### config.mk
export PLATFORM = sky130hd
export DESIGN_NAME = vt_escape_sequence_parser_flat
export DESIGN_NICKNAME = d
export VERILOG_FILES = /design/src/design/vtesc_pkg.sv /design/src/design/vtesc_if.sv /design/src/design/vtesc_datapath.sv /design/src/design/vtesc_controller.sv /design/src/design/vt_escape_sequence_parser.sv /design/src/flat_wrapper.sv
export VERILOG_INCLUDE_DIRS = /design/src /design/src/design
export SDC_FILE = /design/constraint.sdc
export NUM_CORES = 1
export LEC_CHECK = 0
export ABC_AREA = 1
export BUFFER_PORTS_ARGS = -buffer_cell sky130_fd_sc_hd__buf_2
export CAP_MARGIN = 15
export CORE_MARGIN = 2
export CORE_UTILIZATION = 50
export DETAILED_ROUTE_END_ITERATION = 12
export PLACE_DENSITY = 0.74
export SYNTH_ARGS = -nofsm -noshare
export SYNTH_HDL_FRONTEND = slang
export SYNTH_SLANG_ARGS = --single-unit
### constraint.sdc
create_clock -name clk_i -period 8.1 [get_ports clk_i]
set_clock_uncertainty 0.2 [all_clocks]
set_input_delay 0.405 -clock clk_i [delete_from_list [all_inputs] [get_ports clk_i]]
set_output_delay 0.405 -clock clk_i [all_outputs]
set_load 0.05 [all_outputs]
### src/design/vt_escape_sequence_parser_assert.svh
// Assertion macros used by the VT escape sequence parser controller.
`ifndef VT_ESCAPE_SEQUENCE_PARSER_ASSERT_SVH
`define VT_ESCAPE_SEQUENCE_PARSER_ASSERT_SVH

// Checked at every clock edge outside reset.
`define VTESC_ASSERT(lbl, prop, msg) \
  lbl: assert property (@(posedge clk_i) disable iff (!rst_ni) prop) else $error(msg);

// Checked at every clock edge, reset included.
`define VTESC_ASSERT_ALWAYS(lbl, prop, msg) \
  lbl: assert property (@(posedge clk_i) prop) else $error(msg);

`endif

### src/design/vtesc_pkg.sv
// Package with the constants, codes and control types of the VT escape sequence parser.
`timescale 1ns / 1ps

package vtesc_pkg;

  localparam int unsigned MaxParams = 16;
  localparam int unsigned IdxW      = $clog2(MaxParams);
  localparam int unsigned CntW      = $clog2(MaxParams + 1);
  localparam int unsigned KindW     = 3;

  localparam logic [KindW-1:0] KIND_TEXT = 3'd0;
  localparam logic [KindW-1:0] KIND_ESC  = 3'd1;
  localparam logic [KindW-1:0] KIND_CSI  = 3'd2;
  localparam logic [KindW-1:0] KIND_HASH = 3'd3;
  localparam logic [KindW-1:0] KIND_CSET = 3'd4;

  localparam logic [7:0] CH_BS       = 8'd8;
  localparam logic [7:0] CH_LF       = 8'd10;
  localparam logic [7:0] CH_VT       = 8'd11;
  localparam logic [7:0] CH_CR       = 8'd13;
  localparam logic [7:0] CH_ESC      = 8'd27;
  localparam logic [7:0] CH_LBRACKET = "[";
  localparam logic [7:0] CH_HASH     = "#";
  localparam logic [7:0] CH_QUEST    = "?";
  localparam logic [7:0] CH_SEMI     = ";";
  localparam logic [7:0] CH_ZERO     = "0";
  localparam logic [7:0] CH_NINE     = "9";
  localparam logic [7:0] CH_LPAREN   = "(";
  localparam logic [7:0] CH_RPAREN   = ")";
  localparam logic [7:0] CH_PLUS     = "+";
  localparam logic [7:0] CH_STAR     = "*";
  localparam logic [7:0] CH_LC_C     = "c";
  localparam logic [7:0] CH_THREE    = "3";
  localparam logic [7:0] CH_FOUR     = "4";
  localparam logic [7:0] CH_FIVE     = "5";
  localparam logic [7:0] CH_SIX      = "6";
  localparam logic [7:0] CH_SEVEN    = "7";
  localparam logic [7:0] CH_EIGHT    = "8";
  localparam logic [7:0] CH_UC_D     = "D";
  localparam logic [7:0] CH_UC_E     = "E";
  localparam logic [7:0] CH_UC_H     = "H";
  localparam logic [7:0] CH_UC_I     = "I";
  localparam logic [7:0] CH_UC_J     = "J";
  localparam logic [7:0] CH_UC_K     = "K";
  localparam logic [7:0] CH_UC_M     = "M";

  typedef struct packed {
    logic             load_simple;
    logic [KindW-1:0] simple_kind;
    logic             csi_open;
    logic             set_intro;
    logic             digit;
    logic             next_param;
    logic             close_param;
    logic             emit_read;
    logic             emit_push;
  } vtesc_cmd_t;

  typedef struct packed {
    logic out_free;
    logic params_full;
    logic cset_intro;
    logic emit_last;
  } vtesc_sts_t;

endpackage

### src/design/vtesc_if.sv
// Item channel interfaces for received bytes and parsed events.
`timescale 1ns / 1ps

interface vtesc_in_if;
  logic       valid;
  logic       ready;
  logic [7:0] ch;

  modport source (output valid, output ch, input ready);
  modport sink (input valid, input ch, output ready);
endinterface

interface vtesc_out_if;
  logic                       valid;
  logic                       ready;
  logic [vtesc_pkg::KindW-1:0] kind;
  logic [7:0]                 code;
  logic [7:0]                 intro;
  logic [vtesc_pkg::CntW-1:0] param_count;
  logic [vtesc_pkg::IdxW-1:0] param_index;
  logic [7:0]                 param_value;
  logic                       last;

  modport source (
    output valid, output kind, output code, output intro, output param_count,
    output param_index, output param_value, output last, input ready
  );
  modport sink (
    input valid, input kind, input code, input intro, input param_count,
    input param_index, input param_value, input last, output ready
  );
endinterface

### src/design/vtesc_datapath.sv
// Datapath: intro, parameter count and memory, digit accumulator and output register.
`timescale 1ns / 1ps

module vtesc_datapath (
  input  logic                        clk_i,
  input  logic                        rst_ni,
  input  logic [7:0]                  ch_i,
  input  vtesc_pkg::vtesc_cmd_t       cmd_i,
  output vtesc_pkg::vtesc_sts_t       sts_o,
  input  logic                        out_ready_i,
  output logic                        out_valid_o,
  output logic [vtesc_pkg::KindW-1:0] kind_o,
  output logic [7:0]                  code_o,
  output logic [7:0]                  intro_o,
  output logic [vtesc_pkg::CntW-1:0]  param_count_o,
  output logic [vtesc_pkg::IdxW-1:0]  param_index_o,
  output logic [7:0]                  param_value_o,
  output logic                        last_o
);

  logic [7:0]                 intro_q, intro_d;
  logic [vtesc_pkg::CntW-1:0] count_q, count_d;
  logic [7:0]                 cur_q, cur_d;
  logic [7:0]                 final_q;
  logic [vtesc_pkg::IdxW-1:0] idx_q, idx_d;
  logic [7:0]                 rd_q;
  logic [7:0]                 mem_q [vtesc_pkg::MaxParams];
  logic                       out_valid_q, out_valid_d;
  logic [vtesc_pkg::CntW-1:0] wr_ptr;
  logic                       out_load;

  assign wr_ptr   = count_q - vtesc_pkg::CntW'(1);
  assign out_load = cmd_i.load_simple | cmd_i.emit_push;

  assign sts_o.out_free    = !out_valid_q || out_ready_i;
  assign sts_o.params_full = (count_q == vtesc_pkg::CntW'(vtesc_pkg::MaxParams));
  assign sts_o.cset_intro  = (intro_q == vtesc_pkg::CH_LPAREN) ||
                             (intro_q == vtesc_pkg::CH_RPAREN);
  assign sts_o.emit_last   = ((vtesc_pkg::CntW'(idx_q) + vtesc_pkg::CntW'(1)) == count_q);

  always_comb begin
    intro_d = intro_q;
    count_d = count_q;
    cur_d   = cur_q;
    idx_d   = idx_q;
    if (cmd_i.csi_open) begin
      intro_d = '0;
      count_d = vtesc_pkg::CntW'(1);
      cur_d   = '0;
    end
    if (cmd_i.set_intro) begin
      intro_d = ch_i;
    end
    if (cmd_i.digit) begin
      cur_d = (cur_q << 3) + (cur_q << 1) + (ch_i - vtesc_pkg::CH_ZERO);
    end
    if (cmd_i.next_param) begin
      count_d = count_q + vtesc_pkg::CntW'(1);
      cur_d   = '0;
    end
    if (cmd_i.close_param) begin
      idx_d = '0;
    end
    if (cmd_i.emit_push) begin
      idx_d = idx_q + vtesc_pkg::IdxW'(1);
    end
    if (out_load) begin
      out_valid_d = 1'b1;
    end else if (out_ready_i) begin
      out_valid_d = 1'b0;
    end else begin
      out_valid_d = out_valid_q;
    end
  end

  always_ff @(posedge clk_i or negedge rst_ni) begin
    if (!rst_ni) begin
      intro_q     <= '0;
      count_q     <= '0;
      idx_q       <= '0;
      out_valid_q <= 1'b0;
    end else begin
      intro_q     <= intro_d;
      count_q     <= count_d;
      idx_q       <= idx_d;
      out_valid_q <= out_valid_d;
    end
  end

  always_ff @(posedge clk_i) begin
    cur_q <= cur_d;
    if (cmd_i.next_param || cmd_i.close_param) begin
      mem_q[wr_ptr[vtesc_pkg::IdxW-1:0]] <= cur_q;
    end
    if (cmd_i.close_param) begin
      final_q <= ch_i;
    end
    if (cmd_i.emit_read) begin
      rd_q <= mem_q[idx_q];
    end
  end

  always_ff @(posedge clk_i) begin
    if (cmd_i.emit_push) begin
      kind_o        <= vtesc_pkg::KIND_CSI;
      code_o        <= final_q;
      intro_o       <= intro_q;
      param_count_o <= count_q;
      param_index_o <= idx_q;
      param_value_o <= rd_q;
      last_o        <= sts_o.emit_last;
    end else if (cmd_i.load_simple) begin
      kind_o        <= cmd_i.simple_kind;
      code_o        <= ch_i;
      intro_o       <= (cmd_i.simple_kind == vtesc_pkg::KIND_CSET) ? intro_q : 8'd0;
      param_count_o <= '0;
      param_index_o <= '0;
      param_value_o <= '0;
      last_o        <= 1'b1;
    end
  end

  assign out_valid_o = out_valid_q;

endmodule

### src/design/vtesc_controller.sv
// Controller: parser mode state machine and sequencing of CSI parameter output.
`timescale 1ns / 1ps

`include "vt_escape_sequence_parser_assert.svh"

module vtesc_controller (
  input  logic                  clk_i,
  input  logic                  rst_ni,
  input  logic                  in_valid_i,
  input  logic [7:0]            ch_i,
  output logic                  in_ready_o,
  input  vtesc_pkg::vtesc_sts_t sts_i,
  output vtesc_pkg::vtesc_cmd_t cmd_o
);

  localparam logic [2:0] ST_NORMAL    = 3'd0;
  localparam logic [2:0] ST_ESC       = 3'd1;
  localparam logic [2:0] ST_CSI_START = 3'd2;
  localparam logic [2:0] ST_CSI_PARAM = 3'd3;
  localparam logic [2:0] ST_HASH      = 3'd4;
  localparam logic [2:0] ST_READCHAR  = 3'd5;
  localparam logic [2:0] ST_EMIT_RD   = 3'd6;
  localparam logic [2:0] ST_EMIT_PUSH = 3'd7;

  logic [2:0] state_q, state_d;
  logic       accept;
  logic       is_digit;

  assign in_ready_o = (state_q != ST_EMIT_RD) && (state_q != ST_EMIT_PUSH) && sts_i.out_free;
  assign accept     = in_valid_i && in_ready_o;
  assign is_digit   = (ch_i >= vtesc_pkg::CH_ZERO) && (ch_i <= vtesc_pkg::CH_NINE);

  always_comb begin
    state_d = state_q;
    cmd_o   = '0;
    unique case (state_q)
      ST_EMIT_RD: begin
        cmd_o.emit_read = 1'b1;
        state_d         = ST_EMIT_PUSH;
      end
      ST_EMIT_PUSH: begin
        if (sts_i.out_free) begin
          cmd_o.emit_push = 1'b1;
          state_d         = sts_i.emit_last ? ST_NORMAL : ST_EMIT_RD;
        end
      end
      default: begin
        if (!accept) begin
          state_d = state_q;
        end else if ((state_q != ST_NORMAL) && ((ch_i == vtesc_pkg::CH_BS) ||
                     (ch_i == vtesc_pkg::CH_LF) || (ch_i == vtesc_pkg::CH_CR))) begin
          cmd_o.load_simple = 1'b1;
          cmd_o.simple_kind = vtesc_pkg::KIND_TEXT;
        end else if ((state_q != ST_NORMAL) && (ch_i == vtesc_pkg::CH_VT)) begin
          state_d = ST_READCHAR;
        end else begin
          unique case (state_q)
            ST_ESC: begin
              state_d = ST_NORMAL;
              unique case (ch_i)
                vtesc_pkg::CH_LBRACKET: begin
                  cmd_o.csi_open = 1'b1;
                  state_d        = ST_CSI_START;
                end
                vtesc_pkg::CH_HASH: begin
                  state_d = ST_HASH;
                end
                vtesc_pkg::CH_ESC: begin
                  cmd_o.load_simple = 1'b1;
                  cmd_o.simple_kind = vtesc_pkg::KIND_TEXT;
                end
                vtesc_pkg::CH_LC_C, vtesc_pkg::CH_SEVEN, vtesc_pkg::CH_EIGHT,
                vtesc_pkg::CH_UC_H, vtesc_pkg::CH_UC_J, vtesc_pkg::CH_UC_K,
                vtesc_pkg::CH_UC_D, vtesc_pkg::CH_UC_E, vtesc_pkg::CH_UC_I,
                vtesc_pkg::CH_UC_M: begin
                  cmd_o.load_simple = 1'b1;
                  cmd_o.simple_kind = vtesc_pkg::KIND_ESC;
                end
                vtesc_pkg::CH_LPAREN, vtesc_pkg::CH_RPAREN, vtesc_pkg::CH_PLUS,
                vtesc_pkg::CH_STAR: begin
                  cmd_o.set_intro = 1'b1;
                  state_d         = ST_READCHAR;
                end
                default: begin
                  state_d = ST_NORMAL;
                end
              endcase
            end
            ST_CSI_START, ST_CSI_PARAM: begin
              if (is_digit) begin
                cmd_o.digit = 1'b1;
                state_d     = ST_CSI_PARAM;
              end else if (ch_i == vtesc_pkg::CH_SEMI) begin
                cmd_o.next_param = 1'b1;
                state_d          = sts_i.params_full ? ST_NORMAL : ST_CSI_PARAM;
              end else if ((state_q == ST_CSI_START) && ((ch_i == vtesc_pkg::CH_QUEST) ||
                           (ch_i == vtesc_pkg::CH_HASH))) begin
                cmd_o.set_intro = 1'b1;
                state_d         = ST_CSI_PARAM;
              end else begin
                cmd_o.close_param = 1'b1;
                state_d           = ST_EMIT_RD;
              end
            end
            ST_HASH: begin
              state_d = ST_NORMAL;
              if ((ch_i == vtesc_pkg::CH_THREE) || (ch_i == vtesc_pkg::CH_FOUR) ||
                  (ch_i == vtesc_pkg::CH_FIVE) || (ch_i == vtesc_pkg::CH_SIX) ||
                  (ch_i == vtesc_pkg::CH_EIGHT)) begin
                cmd_o.load_simple = 1'b1;
                cmd_o.simple_kind = vtesc_pkg::KIND_HASH;
              end
            end
            ST_READCHAR: begin
              state_d = ST_NORMAL;
              if (sts_i.cset_intro) begin
                cmd_o.load_simple = 1'b1;
                cmd_o.simple_kind = vtesc_pkg::KIND_CSET;
              end
            end
            default: begin
              if (ch_i == vtesc_pkg::CH_ESC) begin
                state_d = ST_ESC;
              end else begin
                state_d           = ST_NORMAL;
                cmd_o.load_simple = 1'b1;
                cmd_o.simple_kind = vtesc_pkg::KIND_TEXT;
              end
            end
          endcase
        end
      end
    endcase
  end

  always_ff @(posedge clk_i or negedge rst_ni) begin
    if (!rst_ni) begin
      state_q <= ST_NORMAL;
    end else begin
      state_q <= state_d;
    end
  end

  `VTESC_ASSERT_ALWAYS(a_reset_normal, !rst_ni |-> (state_q == ST_NORMAL), "state not normal in reset")
  `VTESC_ASSERT(a_read_then_push, (state_q == ST_EMIT_RD) |=> (state_q == ST_EMIT_PUSH), "parameter read not followed by push")
  `VTESC_ASSERT(a_final_starts_emit, cmd_o.close_param |=> (state_q == ST_EMIT_RD), "final char did not start parameter output")
  `VTESC_ASSERT(a_push_needs_room, cmd_o.emit_push |-> sts_i.out_free, "parameter pushed into a full output register")
  `VTESC_ASSERT(a_last_push_ends, (cmd_o.emit_push && sts_i.emit_last) |=> (state_q == ST_NORMAL), "last parameter did not end the sequence")

endmodule

### src/design/vt_escape_sequence_parser.sv
// Top level of the VT escape sequence parser.
`timescale 1ns / 1ps

// Takes one received byte per item and gives classified events: text, ESC commands,
// ESC # commands, G0/G1 charset designations and CSI commands, the latter as one item per
// parameter in order with last set on the final one. A byte is accepted every cycle while
// the output register is free or being taken. The final character of a CSI sequence starts
// parameter output, which for each parameter does a registered read of the parameter
// memory, then the load of the output register, which waits out any output stall; no byte
// is accepted during that time.

module vt_escape_sequence_parser (
  input  logic         clk_i,
  input  logic         rst_ni,
  vtesc_in_if.sink     in_i,
  vtesc_out_if.source  out_o
);

  vtesc_pkg::vtesc_cmd_t cmd;
  vtesc_pkg::vtesc_sts_t sts;

  vtesc_controller u_controller (
    .clk_i      (clk_i),
    .rst_ni     (rst_ni),
    .in_valid_i (in_i.valid),
    .ch_i       (in_i.ch),
    .in_ready_o (in_i.ready),
    .sts_i      (sts),
    .cmd_o      (cmd)
  );

  vtesc_datapath u_datapath (
    .clk_i         (clk_i),
    .rst_ni        (rst_ni),
    .ch_i          (in_i.ch),
    .cmd_i         (cmd),
    .sts_o         (sts),
    .out_ready_i   (out_o.ready),
    .out_valid_o   (out_o.valid),
    .kind_o        (out_o.kind),
    .code_o        (out_o.code),
    .intro_o       (out_o.intro),
    .param_count_o (out_o.param_count),
    .param_index_o (out_o.param_index),
    .param_value_o (out_o.param_value),
    .last_o        (out_o.last)
  );

endmodule

### src/flat_wrapper.sv
// flat-port wrapper written by rule: the top's interface ports become plain ports
module vt_escape_sequence_parser_flat 
  (clk_i, rst_ni, in_i_valid, in_i_ch, in_i_ready, out_o_valid, out_o_kind, out_o_code, out_o_intro, out_o_param_count, out_o_param_index, out_o_param_value, out_o_last, out_o_ready);
  vtesc_in_if in_i_i ();
  vtesc_out_if out_o_i ();
  input  logic clk_i;
  input  logic rst_ni;
  input wire logic [$bits(in_i_i.valid)-1:0] in_i_valid;
  input wire logic [$bits(in_i_i.ch)-1:0] in_i_ch;
  output wire logic [$bits(in_i_i.ready)-1:0] in_i_ready;
  output wire logic [$bits(out_o_i.valid)-1:0] out_o_valid;
  output wire logic [$bits(out_o_i.kind)-1:0] out_o_kind;
  output wire logic [$bits(out_o_i.code)-1:0] out_o_code;
  output wire logic [$bits(out_o_i.intro)-1:0] out_o_intro;
  output wire logic [$bits(out_o_i.param_count)-1:0] out_o_param_count;
  output wire logic [$bits(out_o_i.param_index)-1:0] out_o_param_index;
  output wire logic [$bits(out_o_i.param_value)-1:0] out_o_param_value;
  output wire logic [$bits(out_o_i.last)-1:0] out_o_last;
  input wire logic [$bits(out_o_i.ready)-1:0] out_o_ready;
  assign in_i_i.valid = in_i_valid;
  assign in_i_i.ch = in_i_ch;
  assign in_i_ready = in_i_i.ready;
  assign out_o_valid = out_o_i.valid;
  assign out_o_kind = out_o_i.kind;
  assign out_o_code = out_o_i.code;
  assign out_o_intro = out_o_i.intro;
  assign out_o_param_count = out_o_i.param_count;
  assign out_o_param_index = out_o_i.param_index;
  assign out_o_param_value = out_o_i.param_value;
  assign out_o_last = out_o_i.last;
  assign out_o_i.ready = out_o_ready;
  vt_escape_sequence_parser u_core (.clk_i(clk_i), .rst_ni(rst_ni), .in_i(in_i_i), .out_o(out_o_i));
endmodule
==> results_dict.tcl <==
set metrics [dict create \
    vias_per_cell 5.60 \
    antenna_found_initial 0 \
    synth_fp_nets 841 \
    dieArea_sq_um 19400 \
    hold_violations 0 \
    start_kind "input pin" \
    grt_pass1_wl_um 32100 \
    dieWidth_um 139 \
    synth_common_cells "edfxtp_1, nor2_1, nand2_1" \
    p_leak_nw 3.96 \
    seq_area_frac_synth 0.666 \
    cpMostUsedCell "nor2_4" \
    vias 6191 \
    place_hpwl_um 13100 \
    fin_nets 898 \
    wl_um 20000 \
    ir_worst_vdd_mv 0.268 \
    drv_cap 0 \
    yosysMostFrequentCell "edfxtp_1" \
    setup_tns_ns 0 \
    first_global_vias 6031 \
    cts_inserted_buffers 21 \
    powerDensity_nw_per_um2 349 \
    ioPinCount 51 \
    rsz0062_at_grt "false" \
    overflow 0 \
    cts_tree "built" \
    die_h_um 139 \
    worstPathRequired_ns 8.02 \
    wl_per_cell_um 18.1 \
    syn_area_sq_um 9150 \
    holdPathStages 1 \
    core_area_sq_um 18000 \
    port_buffers 50 \
    drive_gt1_frac 0.129 \
    yosysTopAreaCell "edfxtp_1" \
    start_util 0.509 \
    synth_area_leaders "edfxtp_1, dfrtp_1, nor2_1" \
    grt_max_degree 55 \
    gp_congestion 0.901 \
    path_cells "dlygate4sd3_1 -> buf_2 -> nor2_4 -> nand2_1 -> nor2_2 -> inv_2 -> nor3_4 -> nor2_4 -> nor3_1" \
    clk_latency_ns 0.50 \
    n_fill_cell 1459 \
    clock_path_buffers 3 \
    postRouteAntennaNets 0 \
    drc 0 \
    cp_max_fo 12 \
    hold_path_class "in -> reg" \
    cp_slowest_cell "nor3_1" \
    path_clk_slew_ns 0.06 \
    utilization 0.572 \
    drv_slew 0 \
    outcome "completed" \
    reg2regPathDepth 11 \
    crit_cells 9 \
    yosysWarnings 0 \
    max_slew_margin 0.259 \
    first_pass_iters 5 \
    period_needed_ns 3.24 \
    htree_levels 1 \
    path_class "in -> reg" \
    setup_violations 0 \
    drt-initial-drc-count 627 \
    ys_seq_elements 210 \
    synth_ff_type "edfxtp_1" \
    fin_crit_sh 0.400 \
    cts_num_sinks 210 \
    critPathArrivalTime_ns 3.15 \
    yosysUniqueCellTypes 39 \
    fmax_ghz 0.309 \
    async_reset_ff_frac 0.100 \
    track_usage 0.208 \
    synth_top_area_share 0.584 \
    diodes 0 \
    post_cts_buffers 0 \
    end_kind "flop" \
    num_rows 49 \
    crit_family "simple AND/OR/NAND/NOR gates" \
    syn_inst 806 \
    clockRootBuffer "clkbuf_16" \
    area_delta_synth_final_pct 12.4 \
    crit_buf_inv 3 \
    syn_area_per_cell_sq_um 11.3 \
    max_stage_delay_ns 0.84 \
    synth-edff-count 178 \
    worstMarginPinSlew_ns 1.10 \
]
-- cells in the final DEF (no fill, tap or decap), types with 8 or more instances in the layout --
master,instances
nor3_1,8
dfxtp_1,11
xor2_1,8
inv_1,63
o21ai_1,11
a21oi_1,45
inv_2,10
dfrtp_1,21
edfxtp_1,178
buf_2,51
o21ai_0,67
nor2_1,117
clkbuf_16,21
o221ai_1,16
o22ai_1,21
nand3_1,35
nand2_1,100
ha_1,18
-- where the power goes --
group,switching (mW),internal [mW]
Sequential,0.135,1.41
Combinational,0.877,0.302
Clock,0.376,0.486
Total,1.39,2.20
-- flip-flops by register name, indices dropped and copies added (netlist names) --
register / flops
u_core.u_datapath.param_count_o: 5
u_core.u_datapath.final_q: 8
u_core.u_datapath.intro_q: 8
u_core.u_datapath.cur_q: 8
u_core.u_datapath.rd_q: 8
u_core.u_datapath.out_valid_o: 1
u_core.u_datapath.param_value_o: 8
u_core.u_datapath.idx_q: 4
u_core.u_datapath.last_o: 1
u_core.u_controller.state_q: 3
u_core.u_datapath.code_o: 8
u_core.u_datapath.mem_q: 128
u_core.u_datapath.param_index_o: 4
u_core.u_datapath.intro_o: 8
u_core.u_datapath.count_q: 5
u_core.u_datapath.kind_o: 3
-- through the flow --
stage | hold WS [ns] | std cells | power (mW) | cell area, sq um | setup slack (ns)
2_1_floorplan | -0.0906 | 806 | 2.39 | 9150 | 5.13
3_3_place_gp | 0.196 | 1059 | 2.71 | 9590 | 4.77
3_5_place_dp | 0.210 | 1060 | 2.74 | 9600 | 4.75
4_1_cts | 0.0311 | 1104 | 3.60 | 10300 | 4.72
5_1_grt | 0.0525 | 1106 | 3.77 | 10300 | 4.61
6_report | 0.0485 | 1106 | 3.59 | 10300 | 4.86
-- final cells by class --
cell class / instances / area, sq um / share of cell area
clock inverters: 8 / 37.5 / 0.00365
clock buffers: 29 / 566 / 0.0550
multi-input cells: 490 / 2640 / 0.257
inverters: 75 / 287 / 0.0279
flip-flops and latches: 210 / 6090 / 0.592
repair buffers: 65 / 375 / 0.0365
well taps: 229 / 287 / 0.0279
-- path summary, 6_finish.rpt --
kind	from	end	slack, ns
hold reg to reg	u_core.u_datapath.kind_o[2]	u_core.u_datapath.kind_o[2]	0.26
min in group asynchronous	rst_ni	u_core.u_datapath.out_valid_o	0.20
max in group asynchronous	rst_ni	u_core.u_datapath.count_q[1]	7.15
setup reg to reg	u_core.u_datapath.cur_q[3]	u_core.u_datapath.cur_q[7]	4.93
hold / removal	in_i_ch[2]	u_core.u_datapath.final_q[2]	0.05
setup / recovery	in_i_ch[7]	u_core.u_datapath.mem_q[3][4]	4.86
-- worst reg2reg max path: stages (launching register included) --
cell     delay, ns
dfxtp_1       0.95
inv_1         0.11
ha_1          0.30
inv_1         0.05
fa_1          0.46
ha_1          0.35
a21o_1        0.17
a31oi_1       0.18
inv_1         0.06
nand2_1       0.07
nand3_1       0.08
a21oi_1       0.14
-- per-layer routing --
metal,vias to the layer above,global-route usage,wire length [um]
li1,2945,-,-
met1,3004,0.283,8510
met2,207,0.348,9690
met3,35,0.0310,1220
met4,0,0.0659,551
met5,-,0,0
-- timing repair --
action	CTS	global route
gates resized for setup	0	0
endpoints found under the hold margin	27	0
hold buffers	7	0
-- logic make-up after synthesis --
kind of cell | after synthesis | synth area share
compound gates | 167 | 0.103
xor+xnor | 13 | 0.0125
fa+ha+maj | 23 | 0.0356
buf+inv | 106 | 0.0454
flops | 210 | 0.666
simple gates | 287 | 0.137
(Power assumes the default switching activity.)
